==> config.mk <==
export PLATFORM = sky130hd
export DESIGN_NAME = capture_period_speed_meter_flat
export DESIGN_NICKNAME = d
export VERILOG_FILES = /design/src/cpsm_pkg.sv /design/src/cpsm_if.sv /design/src/capture_period_speed_meter.sv /design/src/cpsm_divider.sv /design/src/cpsm_regs.sv /design/src/flat_wrapper.sv
export VERILOG_INCLUDE_DIRS = /design/src /design/src/src
export SDC_FILE = /design/constraint.sdc
export NUM_CORES = 1
export LEC_CHECK = 0
export BUFFER_PORTS_ARGS = -buffer_cell sky130_fd_sc_hd__buf_2
export CAP_MARGIN = 10
export CORE_UTILIZATION = 55
export CTS_CLUSTER_SIZE = 28
export DETAILED_ROUTE_END_ITERATION = 10
export HOLD_SLACK_MARGIN = 0.02
export PLACE_DENSITY = 0.85
export SKIP_CTS_REPAIR_TIMING = 1
export SLEW_MARGIN = 20
export SYNTH_ARGS = -nofsm -noshare
export SYNTH_HDL_FRONTEND = slang
export SYNTH_HIERARCHICAL = 1
export SYNTH_SLANG_ARGS = --single-unit
==> constraint.sdc <==
create_clock -name clk_i -period 5.1 [get_ports clk_i]
set_input_delay 1.02 -clock clk_i [delete_from_list [all_inputs] [get_ports clk_i]]
set_output_delay 1.02 -clock clk_i [all_outputs]
set_load 0.05 [all_outputs]
==> src/assert_macros.svh <==
// Assertion shorthands shared by the speed meter RTL.
// Expects clk_i and rst_ni in the including module's scope.
`ifndef ASSERT_MACROS_SVH
`define ASSERT_MACROS_SVH

// Clocked property, disabled while reset is asserted.
`define CPSM_ASSERT(lbl, prop, msg) \
  lbl: assert property (@(posedge clk_i) disable iff (!rst_ni) (prop)) else $error(msg);

// Condition that must never be true outside reset.
`define CPSM_NEVER(lbl, cond, msg) \
  `CPSM_ASSERT(lbl, !(cond), msg)

`endif

==> src/cpsm_pkg.sv <==
// Shared types and constants of the capture-period speed meter.
// No dependencies; imported by the interfaces and all modules.
package cpsm_pkg;

  localparam int unsigned CAP_W     = 32;  // capture field width
  localparam int unsigned NUM_W     = 24;  // speed numerator width
  localparam int unsigned TMO_W     = 16;  // timeout / idle counter width
  localparam int unsigned SPEED_W   = 16;
  localparam int unsigned MAG_W     = 15;
  localparam int unsigned APB_AW    = 3;
  localparam int unsigned APB_DW    = 32;

  localparam int unsigned BUFFER_SLOTS_DEF = 2;
  localparam int unsigned COUNTER_BITS_DEF = 32;

  localparam logic [NUM_W-1:0] NUM_RESET     = NUM_W'(240000);
  localparam logic [TMO_W-1:0] TIMEOUT_RESET = TMO_W'(1000);
  localparam logic [MAG_W-1:0] SPEED_MAX     = '1;

  // item kinds
  localparam logic REQ_CAPTURE = 1'b0;
  localparam logic REQ_TICK    = 1'b1;

  // register indexes (paddr[2])
  localparam logic REG_NUMERATOR = 1'b0;
  localparam logic REG_TIMEOUT   = 1'b1;

  typedef struct packed {
    logic [NUM_W-1:0] speed_numerator;
    logic [TMO_W-1:0] timeout_ticks;
  } cfg_t;

endpackage

==> src/cpsm_if.sv <==
// Valid/ready channel interfaces for capture/tick items and speed results.
// Depends on cpsm_pkg.
interface cpsm_in_if import cpsm_pkg::*; ();
  logic             valid;
  logic             ready;
  logic             req_type;
  logic [CAP_W-1:0] capture_value;
  logic             direction_reverse;

  modport source (output valid, req_type, capture_value, direction_reverse, input ready);
  modport sink   (input valid, req_type, capture_value, direction_reverse, output ready);
endinterface

interface cpsm_out_if import cpsm_pkg::*; ();
  logic                      valid;
  logic                      ready;
  logic signed [SPEED_W-1:0] speed_mrev_s;
  logic                      slot_index;
  logic                      from_timeout;
  logic                      clipped;

  modport source (output valid, speed_mrev_s, slot_index, from_timeout, clipped, input ready);
  modport sink   (input valid, speed_mrev_s, slot_index, from_timeout, clipped, output ready);
endinterface

==> src/capture_period_speed_meter.sv <==
// Capture-period speed meter: top level with the item sequencer.
// Depends on cpsm_pkg, cpsm_if, cpsm_divider, cpsm_regs, assert_macros.svh.
//
// A capture item goes from transfer through the one-bit-per-cycle divider
// (NUM_W quotient bits), is saturated and signed once the divider flags
// done, is held in the pending register, and is then loaded into the
// output register. A capture with zero period and a tick item that hits the
// timeout skip the divider; a tick below the timeout gives none and the
// block is ready again in the next cycle. The input is not ready while an
// item is in flight; a finished result sits in the output register, so the
// next item can be taken before it is consumed, and a following result
// waits only if that register is still full.
`include "assert_macros.svh"

module capture_period_speed_meter import cpsm_pkg::*; #(
  parameter int unsigned BUFFER_SLOTS = BUFFER_SLOTS_DEF,
  parameter int unsigned COUNTER_BITS = COUNTER_BITS_DEF
) (
  input  logic              clk_i,
  input  logic              rst_ni,
  cpsm_in_if.sink           in_i,
  cpsm_out_if.source        out_o,
  input  logic              psel,
  input  logic              penable,
  input  logic              pwrite,
  input  logic [APB_AW-1:0] paddr,
  input  logic [APB_DW-1:0] pwdata,
  output logic [APB_DW-1:0] prdata,
  output logic              pready
);

  localparam int unsigned SLOT_W = $clog2(BUFFER_SLOTS);

  localparam logic [1:0] S_IDLE = 2'd0;
  localparam logic [1:0] S_DIV  = 2'd1;
  localparam logic [1:0] S_EMIT = 2'd2;

  cfg_t cfg;

  logic [1:0]              state_q, state_d;
  logic [COUNTER_BITS-1:0] prev_q, prev_d;
  logic [TMO_W-1:0]        idle_q, idle_d;
  logic [SLOT_W-1:0]       slot_q, slot_d;
  logic                    rev_q, rev_d;
  logic [SPEED_W-1:0]      pend_speed_q, pend_speed_d;
  logic                    pend_tmo_q, pend_tmo_d;
  logic                    pend_clip_q, pend_clip_d;

  logic                    out_valid_q, out_valid_d;
  logic [SPEED_W-1:0]      out_speed_q, out_speed_d;
  logic                    out_slot_q, out_slot_d;
  logic                    out_tmo_q, out_tmo_d;
  logic                    out_clip_q, out_clip_d;

  logic                    in_xfer, out_free;
  logic [COUNTER_BITS-1:0] cap, diff;
  logic [TMO_W-1:0]        idle_inc;
  logic                    div_start, div_busy, div_done;
  logic [NUM_W-1:0]        quotient;
  logic                    q_clip;
  logic [MAG_W-1:0]        mag;
  logic [SPEED_W-1:0]      signed_mag;

  cpsm_regs u_regs (
    .clk_i   (clk_i),
    .rst_ni  (rst_ni),
    .psel    (psel),
    .penable (penable),
    .pwrite  (pwrite),
    .paddr   (paddr),
    .pwdata  (pwdata),
    .prdata  (prdata),
    .pready  (pready),
    .cfg_o   (cfg)
  );

  cpsm_divider #(.DIV_W(COUNTER_BITS)) u_div (
    .clk_i      (clk_i),
    .rst_ni     (rst_ni),
    .start_i    (div_start),
    .dividend_i (cfg.speed_numerator),
    .divisor_i  (diff),
    .busy_o     (div_busy),
    .done_o     (div_done),
    .quotient_o (quotient)
  );

  assign in_i.ready = (state_q == S_IDLE);
  assign in_xfer    = in_i.valid && in_i.ready;
  assign out_free   = !out_valid_q || out_o.ready;

  assign cap      = in_i.capture_value[COUNTER_BITS-1:0];
  assign diff     = cap - prev_q;
  assign idle_inc = (idle_q == '1) ? idle_q : idle_q + 1'b1;

  assign div_start = in_xfer && (in_i.req_type == REQ_CAPTURE) && (diff != '0);

  assign q_clip     = |quotient[NUM_W-1:MAG_W];
  assign mag        = q_clip ? SPEED_MAX : quotient[MAG_W-1:0];
  assign signed_mag = rev_q ? (SPEED_W'(0) - {1'b0, mag}) : {1'b0, mag};

  always_comb begin
    state_d      = state_q;
    prev_d       = prev_q;
    idle_d       = idle_q;
    slot_d       = slot_q;
    rev_d        = rev_q;
    pend_speed_d = pend_speed_q;
    pend_tmo_d   = pend_tmo_q;
    pend_clip_d  = pend_clip_q;
    out_valid_d  = out_valid_q && !out_o.ready;
    out_speed_d  = out_speed_q;
    out_slot_d   = out_slot_q;
    out_tmo_d    = out_tmo_q;
    out_clip_d   = out_clip_q;

    case (state_q)
      S_IDLE: begin
        if (in_xfer) begin
          if (in_i.req_type == REQ_CAPTURE) begin
            prev_d       = cap;
            idle_d       = '0;
            rev_d        = in_i.direction_reverse;
            pend_speed_d = '0;
            pend_tmo_d   = 1'b0;
            pend_clip_d  = 1'b0;
            state_d      = (diff == '0) ? S_EMIT : S_DIV;
          end else if (idle_inc > cfg.timeout_ticks) begin
            idle_d       = '0;
            pend_speed_d = '0;
            pend_tmo_d   = 1'b1;
            pend_clip_d  = 1'b0;
            state_d      = S_EMIT;
          end else begin
            idle_d = idle_inc;
          end
        end
      end
      S_DIV: begin
        if (div_done) begin
          pend_speed_d = signed_mag;
          pend_clip_d  = q_clip;
          state_d      = S_EMIT;
        end
      end
      S_EMIT: begin
        if (out_free) begin
          out_valid_d = 1'b1;
          out_speed_d = pend_speed_q;
          out_slot_d  = slot_q[0];
          out_tmo_d   = pend_tmo_q;
          out_clip_d  = pend_clip_q;
          slot_d      = (slot_q == SLOT_W'(BUFFER_SLOTS - 1)) ? '0 : slot_q + 1'b1;
          state_d     = S_IDLE;
        end
      end
      default: state_d = S_IDLE;
    endcase
  end

  always_ff @(posedge clk_i or negedge rst_ni) begin
    if (!rst_ni) begin
      state_q     <= S_IDLE;
      prev_q      <= '0;
      idle_q      <= '0;
      slot_q      <= '0;
      out_valid_q <= 1'b0;
    end else begin
      state_q     <= state_d;
      prev_q      <= prev_d;
      idle_q      <= idle_d;
      slot_q      <= slot_d;
      out_valid_q <= out_valid_d;
    end
  end

  always_ff @(posedge clk_i) begin
    rev_q        <= rev_d;
    pend_speed_q <= pend_speed_d;
    pend_tmo_q   <= pend_tmo_d;
    pend_clip_q  <= pend_clip_d;
    out_speed_q  <= out_speed_d;
    out_slot_q   <= out_slot_d;
    out_tmo_q    <= out_tmo_d;
    out_clip_q   <= out_clip_d;
  end

  assign out_o.valid        = out_valid_q;
  assign out_o.speed_mrev_s = out_speed_q;
  assign out_o.slot_index   = out_slot_q;
  assign out_o.from_timeout = out_tmo_q;
  assign out_o.clipped      = out_clip_q;

  `CPSM_ASSERT(a_done_in_div, div_done |-> state_q == S_DIV, "divider result outside divide")
  `CPSM_ASSERT(a_div_state_busy, state_q == S_DIV && !div_done |-> div_busy,
               "waiting on an idle divider")
  `CPSM_ASSERT(a_timeout_zero, out_valid_q && out_tmo_q |-> out_speed_q == '0 && !out_clip_q,
               "timeout result not a plain zero")
  `CPSM_ASSERT(a_clip_full, out_valid_q && out_clip_q |->
               out_speed_q == 16'h7fff || out_speed_q == 16'h8001,
               "clipped result not at full scale")

endmodule

==> src/cpsm_divider.sv <==
// Restoring divider, one quotient bit per cycle, NUM_W quotient bits per division.
// Depends on cpsm_pkg and assert_macros.svh.
`include "assert_macros.svh"

module cpsm_divider import cpsm_pkg::*; #(
  parameter int unsigned DIV_W = COUNTER_BITS_DEF
) (
  input  logic             clk_i,
  input  logic             rst_ni,
  input  logic             start_i,
  input  logic [NUM_W-1:0] dividend_i,
  input  logic [DIV_W-1:0] divisor_i,
  output logic             busy_o,
  output logic             done_o,
  output logic [NUM_W-1:0] quotient_o
);

  localparam int unsigned CNT_W = $clog2(NUM_W);

  logic             busy_q, busy_d;
  logic             done_q, done_d;
  logic [CNT_W-1:0] cnt_q, cnt_d;
  logic [DIV_W:0]   rem_q, rem_d;
  logic [NUM_W-1:0] quo_q, quo_d;   // dividend bits shift out, quotient bits shift in
  logic [DIV_W-1:0] div_q, div_d;
  logic [DIV_W:0]   trial;
  logic             fits;

  assign trial = {rem_q[DIV_W-1:0], quo_q[NUM_W-1]};
  assign fits  = trial >= {1'b0, div_q};

  always_comb begin
    busy_d = busy_q;
    done_d = 1'b0;
    cnt_d  = cnt_q;
    rem_d  = rem_q;
    quo_d  = quo_q;
    div_d  = div_q;
    if (start_i && !busy_q) begin
      busy_d = 1'b1;
      cnt_d  = '0;
      rem_d  = '0;
      quo_d  = dividend_i;
      div_d  = divisor_i;
    end else if (busy_q) begin
      rem_d = fits ? (trial - {1'b0, div_q}) : trial;
      quo_d = {quo_q[NUM_W-2:0], fits};
      cnt_d = cnt_q + 1'b1;
      if (cnt_q == CNT_W'(NUM_W - 1)) begin
        busy_d = 1'b0;
        done_d = 1'b1;
      end
    end
  end

  always_ff @(posedge clk_i or negedge rst_ni) begin
    if (!rst_ni) begin
      busy_q <= 1'b0;
      done_q <= 1'b0;
      cnt_q  <= '0;
    end else begin
      busy_q <= busy_d;
      done_q <= done_d;
      cnt_q  <= cnt_d;
    end
  end

  always_ff @(posedge clk_i) begin
    rem_q <= rem_d;
    quo_q <= quo_d;
    div_q <= div_d;
  end

  assign busy_o     = busy_q;
  assign done_o     = done_q;
  assign quotient_o = quo_q;

  `CPSM_ASSERT(a_done_after_busy, done_o |-> $past(busy_q), "divider done without a run")
  `CPSM_NEVER(a_start_while_busy, start_i && busy_q, "divider restarted mid-run")
  `CPSM_ASSERT(a_rem_below_div, busy_q && cnt_q != '0 |-> rem_q < {1'b0, div_q},
               "partial remainder out of range")

endmodule

==> src/cpsm_regs.sv <==
// APB register block: speed numerator and idle timeout.
// Depends on cpsm_pkg.
module cpsm_regs import cpsm_pkg::*; (
  input  logic              clk_i,
  input  logic              rst_ni,
  input  logic              psel,
  input  logic              penable,
  input  logic              pwrite,
  input  logic [APB_AW-1:0] paddr,
  input  logic [APB_DW-1:0] pwdata,
  output logic [APB_DW-1:0] prdata,
  output logic              pready,
  output cfg_t              cfg_o
);

  cfg_t cfg_q;
  logic wr_en;

  assign wr_en  = psel && penable && pwrite;
  assign pready = 1'b1;

  always_ff @(posedge clk_i or negedge rst_ni) begin
    if (!rst_ni) begin
      cfg_q.speed_numerator <= NUM_RESET;
      cfg_q.timeout_ticks   <= TIMEOUT_RESET;
    end else if (wr_en) begin
      case (paddr[2])
        REG_NUMERATOR: cfg_q.speed_numerator <= pwdata[NUM_W-1:0];
        REG_TIMEOUT:   cfg_q.timeout_ticks   <= pwdata[TMO_W-1:0];
        default: ;
      endcase
    end
  end

  always_comb begin
    case (paddr[2])
      REG_NUMERATOR: prdata = {{(APB_DW-NUM_W){1'b0}}, cfg_q.speed_numerator};
      REG_TIMEOUT:   prdata = {{(APB_DW-TMO_W){1'b0}}, cfg_q.timeout_ticks};
      default:       prdata = '0;
    endcase
  end

  assign cfg_o = cfg_q;

endmodule

==> src/flat_wrapper.sv <==
// flat-port wrapper written by rule: the top's interface ports become plain ports
module capture_period_speed_meter_flat import cpsm_pkg::*;
#(
  parameter int unsigned BUFFER_SLOTS = BUFFER_SLOTS_DEF,
  parameter int unsigned COUNTER_BITS = COUNTER_BITS_DEF
)
  (clk_i, rst_ni, psel, penable, pwrite, paddr, pwdata, prdata, pready, in_i_valid, in_i_req_type, in_i_capture_value, in_i_direction_reverse, in_i_ready, out_o_valid, out_o_speed_mrev_s, out_o_slot_index, out_o_from_timeout, out_o_clipped, out_o_ready);
  cpsm_in_if in_i_i ();
  cpsm_out_if out_o_i ();
  input  logic clk_i;
  input  logic rst_ni;
  input  logic psel;
  input  logic penable;
  input  logic pwrite;
  input  logic [APB_AW-1:0] paddr;
  input  logic [APB_DW-1:0] pwdata;
  output logic [APB_DW-1:0] prdata;
  output logic pready;
  input wire logic [$bits(in_i_i.valid)-1:0] in_i_valid;
  input wire logic [$bits(in_i_i.req_type)-1:0] in_i_req_type;
  input wire logic [$bits(in_i_i.capture_value)-1:0] in_i_capture_value;
  input wire logic [$bits(in_i_i.direction_reverse)-1:0] in_i_direction_reverse;
  output wire logic [$bits(in_i_i.ready)-1:0] in_i_ready;
  output wire logic [$bits(out_o_i.valid)-1:0] out_o_valid;
  output wire logic [$bits(out_o_i.speed_mrev_s)-1:0] out_o_speed_mrev_s;
  output wire logic [$bits(out_o_i.slot_index)-1:0] out_o_slot_index;
  output wire logic [$bits(out_o_i.from_timeout)-1:0] out_o_from_timeout;
  output wire logic [$bits(out_o_i.clipped)-1:0] out_o_clipped;
  input wire logic [$bits(out_o_i.ready)-1:0] out_o_ready;
  assign in_i_i.valid = in_i_valid;
  assign in_i_i.req_type = in_i_req_type;
  assign in_i_i.capture_value = in_i_capture_value;
  assign in_i_i.direction_reverse = in_i_direction_reverse;
  assign in_i_ready = in_i_i.ready;
  assign out_o_valid = out_o_i.valid;
  assign out_o_speed_mrev_s = out_o_i.speed_mrev_s;
  assign out_o_slot_index = out_o_i.slot_index;
  assign out_o_from_timeout = out_o_i.from_timeout;
  assign out_o_clipped = out_o_i.clipped;
  assign out_o_i.ready = out_o_ready;
  capture_period_speed_meter #(.BUFFER_SLOTS(BUFFER_SLOTS), .COUNTER_BITS(COUNTER_BITS)) u_core (.clk_i(clk_i), .rst_ni(rst_ni), .in_i(in_i_i), .out_o(out_o_i), .psel(psel), .penable(penable), .pwrite(pwrite), .paddr(paddr), .pwdata(pwdata), .prdata(prdata), .pready(pready));
endmodule
# == Yosys cells after proc, flatten, opt, wreduce, memory -nomap -nowiden ==
# Cells that the tools add are included.
# Widths: inputs -> output; s select.
# word_totals
reg_bits,225
in_bits,76
wordCells,103
# op_classes
add_sub_neg,6
magnitude_cmp,2
n_eq_ne,9
mux,38
bitwise_logic,2
n_reduce_logical,25
# ops
cell,n
$mux 16,8
$pmux 32 s2,1
$sub 32x32->32,2
$mux 24,2
$ge 33x32->1,1
$logic_not 32->1,1
$mux 32,1
$pmux 16 s2,1
$reduce_bool 32->1,1
$add 16x1->16 const B,1
$eq 16x16->1 const B,1
$gt 16x16->1,1
$sub 1x15->16 const A,1
$mux 15,1
$mux 1,14
$mux 2,6
$mux 5,2
$reduce_or 9->1,1
$reduce_and 2->1,4
$reduce_and 4->1,2
$logic_and 1x1->1,7
$pmux 2 s3,1
$reduce_and 3->1,2
$add 5x1->5 const B,1
13 further kinds,19

# == Longest topological paths before layout ==
# logic_depth
word_depth,7
ltp_mapped,19

# == Hierarchy ==
# The synthesis kept the hierarchy.
# modules_own_cells
module,n_inst,cells_per_inst,area_each_um2
capture_period_speed_meter,1,809,6855.3
cpsm_divider,1,526,5413.9
cpsm_regs,1,123,1948.1

# == Worst setup path before layout ==
# No wires, ideal clock.
# synth_path
path_kind,input port to flip-flop
start,input port in_i_capture_value[24]
end,"register u_core.u_div.quo_q[14], in the netlist u_core/u_div/quotient_o[14] (data pin)"
setup_ns,0.262
arrival_time_ns,5.276
setup_slack_ns,-0.438
path_stages,15
n_path_buf,2
path_cell_list,ha_1 clkbuf_1 nand2_1 o21ai_0 mux2_2 a311o_1 a211oi_1 a211oi_1 or4b_4 nor4_2 nor2_1 inv_1 nor2_1 clkbuf_1 mux2_2
# synth_between
elab_chain_cells,5
# synth_rtl
item,line,text
start: declaration,flat_wrapper.sv:21,input wire logic [$bits(in_i_i.capture_value)-1:0] in_i_capture_value;
$sub 32x32->32,capture_period_speed_meter.sv:93,assign diff = cap - prev_q;
via u_core.diff[26],capture_period_speed_meter.sv:56,"logic [COUNTER_BITS-1:0] cap, diff;"
$reduce_bool 32->1,capture_period_speed_meter.sv:96,assign div_start = in_xfer && (in_i.req_type == REQ_CAPTURE) && (diff != '0);
$logic_and 1x1->1,capture_period_speed_meter.sv:96,
via u_core.div_start,capture_period_speed_meter.sv:58,"logic div_start, div_busy, div_done;"
$logic_and 1x1->1,cpsm_divider.sv:39,if (start_i && !busy_q) begin
$mux 24,cpsm_divider.sv:39,
via u_core.u_div.quo_d[14],cpsm_divider.sv:24,"logic [NUM_W-1:0] quo_q, quo_d;"
end signal: assignment,cpsm_divider.sv:70,quo_q <= quo_d;
end: declaration,cpsm_divider.sv:24,
# The timed path passes the listed nets, and every way through them passes these cells.
# A chain may end at the register's enable or synchronous reset.

# == Final worst setup path ==
# layout_path
start,input port in_i_capture_value[0]
end,register u_core.u_div.div_q[12] (enable)
# layout_between
elab_chain_cells,4
# layout_rtl
item,line,text
$sub 32x32->32,capture_period_speed_meter.sv:93,
via u_core.diff[24],capture_period_speed_meter.sv:56,
$reduce_bool 32->1,capture_period_speed_meter.sv:96,
$logic_and 1x1->1,capture_period_speed_meter.sv:96,
via u_core.div_start,capture_period_speed_meter.sv:58,
$logic_and 1x1->1,cpsm_divider.sv:39,
end signal: assignment,cpsm_divider.sv:71,div_q <= div_d;
end: declaration,cpsm_divider.sv:25,"logic [DIV_W-1:0] div_q, div_d;"
# The timed path passes the listed nets, and every way through them passes these cells.

==> results.py <==
metrics = {
    "drt": {
        "detail_route.wl_per_cell_um": 17.1,
        "vias": 11538,
        "drt_iter0_drc": 839,
        "postRouteWirelength_mm": 33.3,
        "ant_nets": 0,
        "drtPass1Iterations": 7,
        "drc": 0,
        "via_per_inst": 5.94,
    },
    "setup_path": {
        "crit_start": "in_i_capture_value[0]",
        "crit_path_end_kind": "flip-flop",
        "crit_path_start_kind": "input pin",
        "ff2ff_path_depth": 17,
        "critPathArrivalTime_ps": 4940,
        "crit_end": "u_core/u_div/div_q[12]$_DFFE_PP_",
        "worstSetupPathType": "in2reg",
        "r2r_slack_ps": 550,
        "r2r-end": "u_core/idle_q[5]$_DFFE_PN0P_",
        "required_ps": 5270,
        "cp_max_fo": 32,
        "regToRegStartpoint": "u_core/idle_q[3]$_DFFE_PN0P_",
    },
    "grt": {
        "grt_max_degree": 65,
        "antenna_found_initial": 0,
        "grt_usage_pct": 25.2,
        "grt_pass1_wl_mm": 54.2,
        "grt_pass1_vias": 11144,
        "grt_overflow_total": 0,
    },
    "clocking": {
        "ctsRootBufferMaster": "clkbuf_16",
        "clk_pin_slew_ps": 70,
        "clockBufferDepth": 3,
        "clock_latency_ps": 520,
        "cts_num_sinks": 225,
        "ctsHtreeMaxLevel": 1,
        "cts_tree": "done",
        "numCtsBuffers": 24,
    },
    "pwr": {
        "power_mw": 10.3,
        "power_leakage_nw": 7.04,
        "power.density_nw_per_um2": 636,
        "irDropWorstVdd_mv": 0.387,
    },
    "sta": {
        "hold_viol": 0,
        "drv_slew": 0,
        "postLayoutSetupSlackWorst_ps": 328,
        "max_freq_mhz": 210,
        "tightestPinTransition_ps": 1060,
        "timing.hold.ws_ps": 421,
        "period_minus_slack_ps": 4770,
        "rsz0062_at_grt": "no",
        "maxSlewHeadroom_pct": 29.1,
        "final.period_utilization_pct": 93.6,
        "skew_ps": 19.0,
        "setup_viol": 0,
    },
    "placed_design": {
        "hpwl_mm": 24.7,
        "io_buffers": 110,
        "finalWeightedCongestion": 0.879,
        "post-place-ws_ps": -140,
        "dp_cells": 1900,
    },
    "floorplanning": {
        "die_w_um": 163,
        "fp-row-count": 58,
        "io-pin-count": 130,
        "core_area_sq_um": 25300,
        "die_area_sq_um": 26500,
        "die_height_um": 163,
        "start_util_pct": 56.3,
    },
    "worst_hold_path": {
        "hold_class": "reg2reg",
    },
    "layout": {
        "final_cell_count_no_fill": 1944,
        "syn_to_final_growth_pct": 13.7,
        "nets": 1756,
        "drive_gt1_share_pct": 21.4,
        "final_common_cell": "nand2_1",
        "layout_common_cells": "nand2_1 (156), buf_2 (109), inv_1 (105)",
        "n_antenna_cell": 0,
    },
    "yosys": {
        "synth_warnings": 6,
        "netlist_instances": 1458,
        "synth-async-reset-ratio_pct": 44.0,
        "syn_area_per_cell_sq_um": 9.75,
        "synth_seq_cells": 225,
        "yosysUniqueCellTypes": 97,
        "ys_seq_area_share_pct": 41.9,
        "synth_area_sq_um": 14200,
        "synth_area_leader_cell": "edfxtp_1",
        "synth_top_area_share_pct": 19.9,
        "synth_edf_count": 94,
        "ys.flop_type": "edfxtp_1",
        "ys_top_cells_by_area": "edfxtp_1 (20%), dfrtp_1 (15%), ha_1 (7.2%), mux2_2 (5.0%), dfxtp_1 (4.5%)",
    },
    "status": {
        "outcome": "finished clean",
    },
    "run": {
        "max-cap-violations": 0,
    },
}
registers in the layout (all words and copies together) (netlist names), 2 cells and up:
name and cells:
u_core/idle_q 16, u_core/out_o.speed_mrev_s 16, u_core/pend_speed_q 16, u_core/prev_q 32
u_core/state_q 2, u_core/u_div/cnt_q 5, u_core/u_div/div_q 32, u_core/u_div/quotient_o 24
u_core/u_div/rem_q 32, u_core/u_regs/cfg_o 40
worst max-delay path, stage by stage:
cell and delay (ps):
buf_2 80, inv_1 40, ha_1 230, fa_1 410
nor2b_1 230, o2111ai_1 250, a211oi_1 330, buf_4 190
nor4b_1 60, a311oi_1 330, buf_4 170, nor2_1 40
nand4b_1 160, nor4_2 90, nor2_1 160, inv_1 110
nor2_4 550, buf_4 490
synthesized netlist by cell type (9+ instances only):
cell type	instances
mux2_4	20
dfstp_2	13
a21o_1	29
inv_1	105
dfxtp_1	32
nand2_1	156
o21ai_1	26
nor2_1	96
o21ai_0	101
nor3_1	24
nand2b_1	17
and2_1	14
xnor2_1	40
dfrtp_1	86
nor3b_1	9
mux2_2	63
nand4_1	23
a211oi_1	15
edfxtp_1	94
o31ai_1	15
ha_1	82
a21oi_1	78
a31oi_1	10
xor2_1	24
buf_4	11
or3_1	16
nor2b_1	19
nand3_1	20
clkbuf_1	35
nor4_1	9
mux2i_1	21
metal layers:
layer	vias up	routed length [um]	GRT usage (%)
met1	5463	14300	33.2
met5	-	0	0
met4	0	1290	10.3
li1	5547	-	-
met2	428	15900	42.2
met3	100	1800	3.06
how the worst min path moves through the flow:
stage,startpoint,to,cells after the start
final,u_core/pend_speed_q[7]$_SDFFCE_PP0P_,u_core/out_o.speed_mrev_s[7]$_DFFE_PP_,0
after global routing,u_core/pend_speed_q[8]$_SDFFCE_PP0P_,u_core/out_o.speed_mrev_s[8]$_DFFE_PP_,0
after global placement,u_core/pend_speed_q[5]$_SDFFCE_PP0P_,u_core/out_o.speed_mrev_s[5]$_DFFE_PP_,0
after detailed placement,u_core/pend_speed_q[7]$_SDFFCE_PP0P_,u_core/out_o.speed_mrev_s[7]$_DFFE_PP_,0
after CTS,u_core/pend_speed_q[7]$_SDFFCE_PP0P_,u_core/out_o.speed_mrev_s[7]$_DFFE_PP_,0
after floorplan,u_core/pend_clip_q$_SDFFCE_PP0P_,u_core/out_o.clipped$_DFFE_PP_,0
power breakdown:
part / leakage, nW / switching [mW] / total, mW / internal [mW]
clock network: 0.428 / 0.717 / 1.91 / 1.19
registers: 2.37 / 0.405 / 3.04 / 2.64
logic: 4.25 / 3.11 / 5.33 / 2.23
total: 7.04 / 4.23 / 10.3 / 6.06
kinds of logic after synthesis:
kind of cell | after synthesis | share of synthesized area [%]
other | 2 | 0.0528
XOR/XNOR | 64 | 3.94
adder cells (fa/ha/maj) | 84 | 7.50
buffers and inverters | 168 | 5.42
AND/OR/NAND/NOR | 446 | 15.6
multiplexers | 104 | 8.58
flip-flops | 225 | 41.9
AO/OA/AOI/OAI | 365 | 17.0
cell type report:
cell class	instances	area [sq um]
timing repair buffer	167	993
multi-input combinational	1072	7530
tap	330	413
inverter	106	398
clock inverter	14	203
fill	1956	9080
clock buffer	30	674
sequential	225	5960
stage by stage:
step	instance area, sq um	utilization [%]	TNS [ps]
finish	16200	64.0	0
global route	16200	64.0	0
CTS	16200	64.0	0
detailed placement	15300	60.6	-4930
global placement	15300	60.6	-3980
floorplan	14300	-	0
Power figures use the tool's default switching activity.
